### config.mk
export PLATFORM = sky130hd
export DESIGN_NAME = ordered_id_list
export DESIGN_NICKNAME = d
export VERILOG_FILES = /design/src/rtl/core/oil_pkg.sv /design/src/rtl/core/oil_cell.sv /design/src/rtl/core/ordered_id_list.sv
export SDC_FILE = /design/constraint.sdc
export NUM_CORES = 2
export LEC_CHECK = 0
export BUFFER_PORTS_ARGS = -buffer_cell sky130_fd_sc_hd__buf_2
export CAP_MARGIN = 5
export CORE_AREA = 3 3 343 345
export DETAILED_ROUTE_END_ITERATION = 8
export DIE_AREA = 0 0 346 348
export GPL_TIMING_DRIVEN = 0
export PLACE_DENSITY = 0.59
export REMOVE_ABC_BUFFERS = 1
export SKIP_CTS_REPAIR_TIMING = 1
export SLEW_MARGIN = 10
export SYNTH_ARGS = -nofsm -noshare
export SYNTH_HDL_FRONTEND = slang
export SYNTH_HIERARCHICAL = 1
export SYNTH_SLANG_ARGS = --single-unit
### constraint.sdc
create_clock -name i_clk -period 18.67 [get_ports i_clk]
set_input_delay 1.867 -clock i_clk [delete_from_list [all_inputs] [get_ports i_clk]]
set_output_delay 1.867 -clock i_clk [all_outputs]
set_load 0.01 [all_outputs]
### src/rtl/core/oil_pkg.sv
// Shared types and constants for the ordered ID list.
// Used by oil_cell and ordered_id_list; depends on nothing else.
package oil_pkg;

    localparam int CAPACITY = 16;
    localparam int ID_W     = 32;
    localparam int COUNT_W  = $clog2(CAPACITY + 1);
    localparam int OUT_CNT_W = 5;

    typedef enum logic [1:0] {
        CMD_APPEND = 2'd0,
        CMD_INSERT = 2'd1,
        CMD_DELETE = 2'd2,
        CMD_DUMP   = 2'd3
    } t_cmd;

    typedef enum logic [1:0] {
        ST_DONE     = 2'd0,
        ST_FULL     = 2'd1,
        ST_NOTFOUND = 2'd2,
        ST_EMPTY    = 2'd3
    } t_status;

    // What every cell does in the current cycle.
    typedef enum logic [2:0] {
        OP_HOLD,
        OP_APPEND,
        OP_INSERT,
        OP_DELETE,
        OP_ROTATE
    } t_cell_op;

    typedef struct packed {
        t_cell_op          op;
        logic [ID_W-1:0]   id;
    } t_cell_ctrl;

endpackage

### src/rtl/core/oil_cell.sv
// One slot of the ordered ID list: holds an entry and trades it with its neighbors.
// Depends on oil_pkg.
module oil_cell (
    input  logic                       i_clk,
    input  oil_pkg::t_cell_ctrl        i_ctrl,
    input  logic                       i_occupied,
    input  logic                       i_is_tail,
    input  logic [oil_pkg::ID_W-1:0]   i_left_entry,
    input  logic [oil_pkg::ID_W-1:0]   i_right_entry,
    input  logic [oil_pkg::ID_W-1:0]   i_head_entry,
    input  logic                       i_hit,
    output logic                       o_hit,
    output logic [oil_pkg::ID_W-1:0]   o_entry
);
    import oil_pkg::*;

    logic [ID_W-1:0] r_entry;
    logic [ID_W-1:0] n_entry;
    logic            w_cond;

    // Target slot: first cell along the chain whose condition holds.
    always_comb begin
        unique case (i_ctrl.op)
            OP_APPEND: w_cond = !i_occupied;
            OP_INSERT: w_cond = !i_occupied ||
                                !($signed(r_entry) < $signed(i_ctrl.id));
            OP_DELETE: w_cond = i_occupied && (r_entry == i_ctrl.id);
            default:   w_cond = 1'b0;
        endcase
    end

    assign o_hit = i_hit | w_cond;

    always_comb begin
        n_entry = r_entry;
        unique case (i_ctrl.op)
            OP_APPEND, OP_INSERT: begin
                // Shift right behind the target, drop the new ID into it.
                if (i_hit) begin
                    n_entry = i_left_entry;
                end else if (w_cond) begin
                    n_entry = i_ctrl.id;
                end
            end
            OP_DELETE: begin
                if (o_hit) begin
                    n_entry = i_right_entry;
                end
            end
            OP_ROTATE: begin
                // Wrap the head around to the tail so the list comes back intact.
                n_entry = i_is_tail ? i_head_entry : i_right_entry;
            end
            default: n_entry = r_entry;
        endcase
    end

    always_ff @(posedge i_clk) begin
        r_entry <= n_entry;
    end

    assign o_entry = r_entry;

endmodule

### src/rtl/core/ordered_id_list.sv
// Top level of the ordered ID list: a chain of oil_cell slots plus the command sequencer.
// Depends on oil_pkg and oil_cell.
//
// Bounded list of CAPACITY signed 32-bit IDs held in a row of cells, head in cell 0.
// Append, ordered insert and delete each complete in the cycle they are accepted: every
// cell tests its slot (insert and delete compare its entry with the ID), a one-bit flag
// ripples down the row to find the first matching slot, and the cells behind it shift
// one place. Each gives one status transaction; back-to-back commands are taken one per
// cycle while the output is not stalled. A dump rotates the row one place per cycle while
// the output is free and streams the head, so it gives one transaction per held entry
// (one empty-status transaction for an empty list) and stalls the input until its last
// entry is streamed; no new command is taken until the dump finishes. Results sit in an
// output register; a command is taken while that register is empty or being drained.
// Entries hold no reset value; only held slots are ever reported.
module ordered_id_list (
    input  logic                            i_clk,
    input  logic                            i_rst_n,
    input  logic                            i_in_valid,
    output logic                            o_in_stall,
    input  logic [1:0]                      i_cmd,
    input  logic signed [31:0]              i_id_value,
    output logic                            o_out_valid,
    input  logic                            i_out_stall,
    output logic signed [31:0]              o_entry_value,
    output logic [1:0]                      o_status,
    output logic [4:0]                      o_entry_count,
    output logic                            o_last_result
);
    import oil_pkg::*;

    typedef enum logic {
        S_IDLE,
        S_DUMP
    } t_state;

    t_state              r_state;
    logic [COUNT_W-1:0]  r_count;
    logic [COUNT_W-1:0]  r_idx;
    logic                r_out_valid;
    logic [ID_W-1:0]     r_out_value;
    t_status             r_out_status;
    logic                r_out_last;

    logic                w_out_free;
    logic                w_accept;
    logic                w_dump_step;
    logic                w_full;
    t_cmd                w_cmd;
    t_cell_ctrl          w_ctrl;

    logic [ID_W-1:0]     w_entry [CAPACITY];
    logic [CAPACITY:0]   w_hit;

    assign w_cmd       = t_cmd'(i_cmd);
    assign w_out_free  = !r_out_valid || !i_out_stall;
    assign o_in_stall  = (r_state != S_IDLE) || !w_out_free;
    assign w_accept    = i_in_valid && !o_in_stall;
    assign w_dump_step = (r_state == S_DUMP) && w_out_free;
    assign w_full      = (r_count >= COUNT_W'(CAPACITY));

    always_comb begin
        w_ctrl.id = i_id_value;
        w_ctrl.op = OP_HOLD;
        if (w_dump_step) begin
            w_ctrl.op = OP_ROTATE;
        end else if (w_accept) begin
            unique case (w_cmd)
                CMD_APPEND: w_ctrl.op = w_full ? OP_HOLD : OP_APPEND;
                CMD_INSERT: w_ctrl.op = w_full ? OP_HOLD : OP_INSERT;
                CMD_DELETE: w_ctrl.op = OP_DELETE;
                default:    w_ctrl.op = OP_HOLD;
            endcase
        end
    end

    assign w_hit[0] = 1'b0;

    genvar g;
    generate
        for (g = 0; g < CAPACITY; g++) begin : g_cell
            logic [ID_W-1:0] w_left;
            logic [ID_W-1:0] w_right;
            if (g == 0) begin : g_head
                assign w_left = '0;
            end else begin : g_mid
                assign w_left = w_entry[g-1];
            end
            if (g == CAPACITY - 1) begin : g_end
                assign w_right = '0;
            end else begin : g_inner
                assign w_right = w_entry[g+1];
            end
            oil_cell u_cell (
                .i_clk         (i_clk),
                .i_ctrl        (w_ctrl),
                .i_occupied    (COUNT_W'(g) < r_count),
                .i_is_tail     ((COUNT_W'(g) + COUNT_W'(1)) == r_count),
                .i_left_entry  (w_left),
                .i_right_entry (w_right),
                .i_head_entry  (w_entry[0]),
                .i_hit         (w_hit[g]),
                .o_hit         (w_hit[g+1]),
                .o_entry       (w_entry[g])
            );
        end
    endgenerate

    always_ff @(posedge i_clk) begin
        if (!i_rst_n) begin
            r_state     <= S_IDLE;
            r_count     <= '0;
            r_idx       <= '0;
            r_out_valid <= 1'b0;
        end else begin
            unique case (r_state)
                S_IDLE: begin
                    if (w_accept) begin
                        r_out_last <= 1'b1;
                        unique case (w_cmd)
                            CMD_APPEND, CMD_INSERT: begin
                                r_out_valid <= 1'b1;
                                r_out_value <= i_id_value;
                                if (w_full) begin
                                    r_out_status <= ST_FULL;
                                end else begin
                                    r_out_status <= ST_DONE;
                                    r_count      <= r_count + COUNT_W'(1);
                                end
                            end
                            CMD_DELETE: begin
                                r_out_valid <= 1'b1;
                                r_out_value <= i_id_value;
                                if (w_hit[CAPACITY]) begin
                                    r_out_status <= ST_DONE;
                                    r_count      <= r_count - COUNT_W'(1);
                                end else begin
                                    r_out_status <= ST_NOTFOUND;
                                end
                            end
                            default: begin
                                if (r_count == '0) begin
                                    r_out_valid  <= 1'b1;
                                    r_out_value  <= '0;
                                    r_out_status <= ST_EMPTY;
                                end else begin
                                    // Hold the output empty; the dump state streams entries.
                                    r_out_valid <= 1'b0;
                                    r_idx       <= '0;
                                    r_state     <= S_DUMP;
                                end
                            end
                        endcase
                    end else if (w_out_free) begin
                        r_out_valid <= 1'b0;
                    end
                end
                S_DUMP: begin
                    if (w_dump_step) begin
                        r_out_valid  <= 1'b1;
                        r_out_value  <= w_entry[0];
                        r_out_status <= ST_DONE;
                        r_out_last   <= (r_idx + COUNT_W'(1)) == r_count;
                        r_idx        <= r_idx + COUNT_W'(1);
                        if ((r_idx + COUNT_W'(1)) == r_count) begin
                            r_state <= S_IDLE;
                        end
                    end
                end
                default: r_state <= S_IDLE;
            endcase
        end
    end

    assign o_out_valid   = r_out_valid;
    assign o_entry_value = $signed(r_out_value);
    assign o_status      = r_out_status;
    assign o_entry_count = OUT_CNT_W'(r_count);
    assign o_last_result = r_out_last;

endmodule
==> impl_metrics.json <==
{
  "synthFlopType": "edfxtp_1",
  "firstDrtPassIters": 8,
  "drtIter0Drc": 4719,
  "dpl_cell_area_um2": 50100,
  "power_density_nw_per_um2": 100,
  "rrSetupSlack_ns": 0.99,
  "yosysTopAreaCell": "edfxtp_1",
  "htreeDepth": 3,
  "cts_tree": "built",
  "final_cells": 6414,
  "synth_area_per_cell_um2": 9.85,
  "vias": 41100,
  "area_growth_pct": 15.7,
  "start_util": 0.401,
  "status": "completed",
  "ant_nets": 0,
  "grt-ovfl-total": 0,
  "clock-sinks": 559,
  "period_minus_slack_ns": 18.09,
  "tightest_slew_ns": 1.40,
  "async_flop_share": 0,
  "period_share": 0.969,
  "wirelength_um": 181000,
  "netlist.area_leader.share": 0.358,
  "cp_common_cell": "nand2b_1",
  "synth_warnings": 6,
  "port_buffers": 79,
  "vdd_drop_max_v": 0.0000714,
  "min_path_type": "register to register",
  "row_count": 124,
  "grt_pass1_wl_um": 262000,
  "drive_gt1_frac": 0.109,
  "ios": 80,
  "drc_errors": 0,
  "drv_cap": 0,
  "holdCritStartpoint": "r_idx[4]",
  "clk_pin_slew_ns": 0.05,
  "track_usage": 0.288,
  "seq_area_frac_synth": 0.363,
  "insertion_delay_ns": 0.64,
  "r2r.worst_path.cells": 74,
  "synth_seq_cells": 559,
  "slew_violations": 0,
  "antenna_found_initial": 3,
  "fmax_mhz": 55.3,
  "die_x_um": 346,
  "grt_max_degree": 103,
  "crit_path_start_kind": "input pin",
  "synth-edff-count": 547,
  "fin_nets": 5400,
  "slowest_stage": "nor4_4",
  "finalSetupTns_ns": 0,
  "path_class": "input pin to register",
  "placed_cells": 6259,
  "slew_headroom": 0.0663,
  "die_h_um": 348,
  "timing.rr.end": "o_entry_count[3]",
  "gp_congestion": 0.920,
  "crit_required_ns": 19.22,
  "grt_pass1_vias": 39900,
  "cts_root_buf": "clkbuf_16",
  "synth_cells": 4665,
  "p_leak_nw": 25.1,
  "design.core.area_um2": 115000,
  "post_synth_num_cell_types": 67,
  "hold_viol": 0,
  "setup_viol": 0,
  "crit_start": "i_cmd[1]",
  "max_stage_delay_ns": 0.40,
  "crit_path_max_fanout": 20,
  "viasPerCell": 6.41,
  "cp_data_arrival_time_ns": 18.64,
  "whs_path_depth": 1,
  "numCtsBuffers": 70,
  "cp-end-kind": "register",
  "synth_area_leaders": "edfxtp_1 (36%), ha_1 (14%), mux2i_1 (11%)",
  "clockBufferDepth": 3,
  "power_mw": 5.32,
  "final_cell_area_um2": 53100,
  "utilization": 0.464,
  "skew_ns": 0.0231,
  "dieArea_um2": 120000,
  "synth_area_um2": 45900,
  "dp_hpwl_um": 131000,
  "fillers": 10700,
  "routedWlPerCell_um": 28.2,
  "hold_end": "r_idx[4]",
  "r2r_start": "g_cell[0].u_cell/o_entry[7]"
}
cell families after synthesis:
| family | count (synthesis) | share of synthesized area |
|---|---|---|
| AOI/OAI and AO/OA | 1097 | 0.193 |
| xor gates and xnor gates | 8 | 0.00153 |
| adders and majority gates | 517 | 0.141 |
| buffers and inverters | 761 | 0.0646 |
| DFF | 559 | 0.363 |
| muxes | 515 | 0.112 |
| other | 1 | 0.0000816 |
| and+or+nand+nor | 1207 | 0.124 |
critical path: cells and delay by family:
kind | cells | cell delay (ns)
buffers and inverters | 19 | 3.62
and+or+nand+nor | 53 | 11.74
AOI/OAI and AO/OA | 6 | 1.32
through the flow:
stage                     hold WS, ns  setup slack, ns
after floorplan                 0.470           -45.18
after global placement          0.493           -70.41
after detailed placement        0.519            -3.28
after CTS                       0.526            -2.76
after global routing            0.559           -0.251
final                           0.525            0.579
metal layers:
layer | vias to the layer above | share of wire | routed length, µm | global-route usage
met3 | 522 | 0.10 | 18400 | 0.0543
met5 | - | 0.000072 | 13 | 0
met1 | 20200 | 0.40 | 72100 | 0.377
met2 | 2260 | 0.44 | 80100 | 0.454
li1 | 18100 | - | - | -
met4 | 2 | 0.057 | 10400 | 0.151
layout make-up:
class | count | area (µm²) | share of cell area
sequential | 559 | 16700 | 0.314
clock inverter | 40 | 338 | 0.00636
tap | 1512 | 1890 | 0.0356
clock buffer | 88 | 1920 | 0.0362
multi-input combinational | 3410 | 27200 | 0.511
inverter | 521 | 1970 | 0.0370
timing repair buffer | 283 | 3190 | 0.0601
antenna | 1 | 2.50 | 0.0000471
synthesized netlist by cell type (all sizes together), types with 23 or more instances:
master    n
a21o     36
clkbuf  130
mux2i   514
nor3     24
edfxtp  547
inv     520
a22o     32
ha      517
o211ai   32
buf     110
nand2   175
nand2b   42
nand4   126
o21ai   137
nor2b    48
a21oi   235
nor2    655
nor4     49
nand3    23
a211oi   33
a221o   512
registers in the layout (all words and copies together), names as in the netlist:
| register | count |
|---|---|
| r_state | 1 |
| o_out_valid | 1 |
| o_last_result | 1 |
| r_idx | 5 |
| o_entry_value | 32 |
| o_status | 2 |
| g_cell.u_cell/o_entry | 512 |
| o_entry_count | 5 |
report_power, final:
part | total, mW | switching (mW) | internal [mW]
sequential | 2.03 | 0.318 | 1.72
combinational | 1.90 | 1.07 | 0.822
clock | 1.39 | 0.591 | 0.800
total | 5.32 | 1.98 | 3.34
worst max-delay path by stage:
stage	to	slack (ns)	cells after the start
final	o_entry_count[3]	0.58	78
after global routing	o_entry_count[3]	-0.25	79
after CTS	o_entry_count[2]	-2.76	76
after detailed placement	o_entry_count[2]	-3.28	76
after global placement	g_cell[15].u_cell/o_entry[6]	-70.41	45
after floorplan	g_cell[15].u_cell/o_entry[0]	-45.18	56
cells in the final DEF (no fill, tap or decap), drive strengths merged, types with 4 or more instances in the layout:
cell type	n
dfxtp	12
o211ai	32
o21ai	137
a221o	512
ha	517
clkinv	30
a21oi	235
nor2	655
and3	16
or3	4
clkbuf	92
a211o	15
edfxtp	547
nor4	49
nand2b	42
nor4b	15
o41a	15
mux2i	514
inv	523
a211oi	33
a22o	32
nand3	23
buf	279
nand3b	20
nand4	126
a21boi	15
a21o	36
xnor2	6
nor2b	48
nor3	24
nand2	175
bufinv	5
conb	65
o311ai	16
Power figures use the tool's default switching activity.
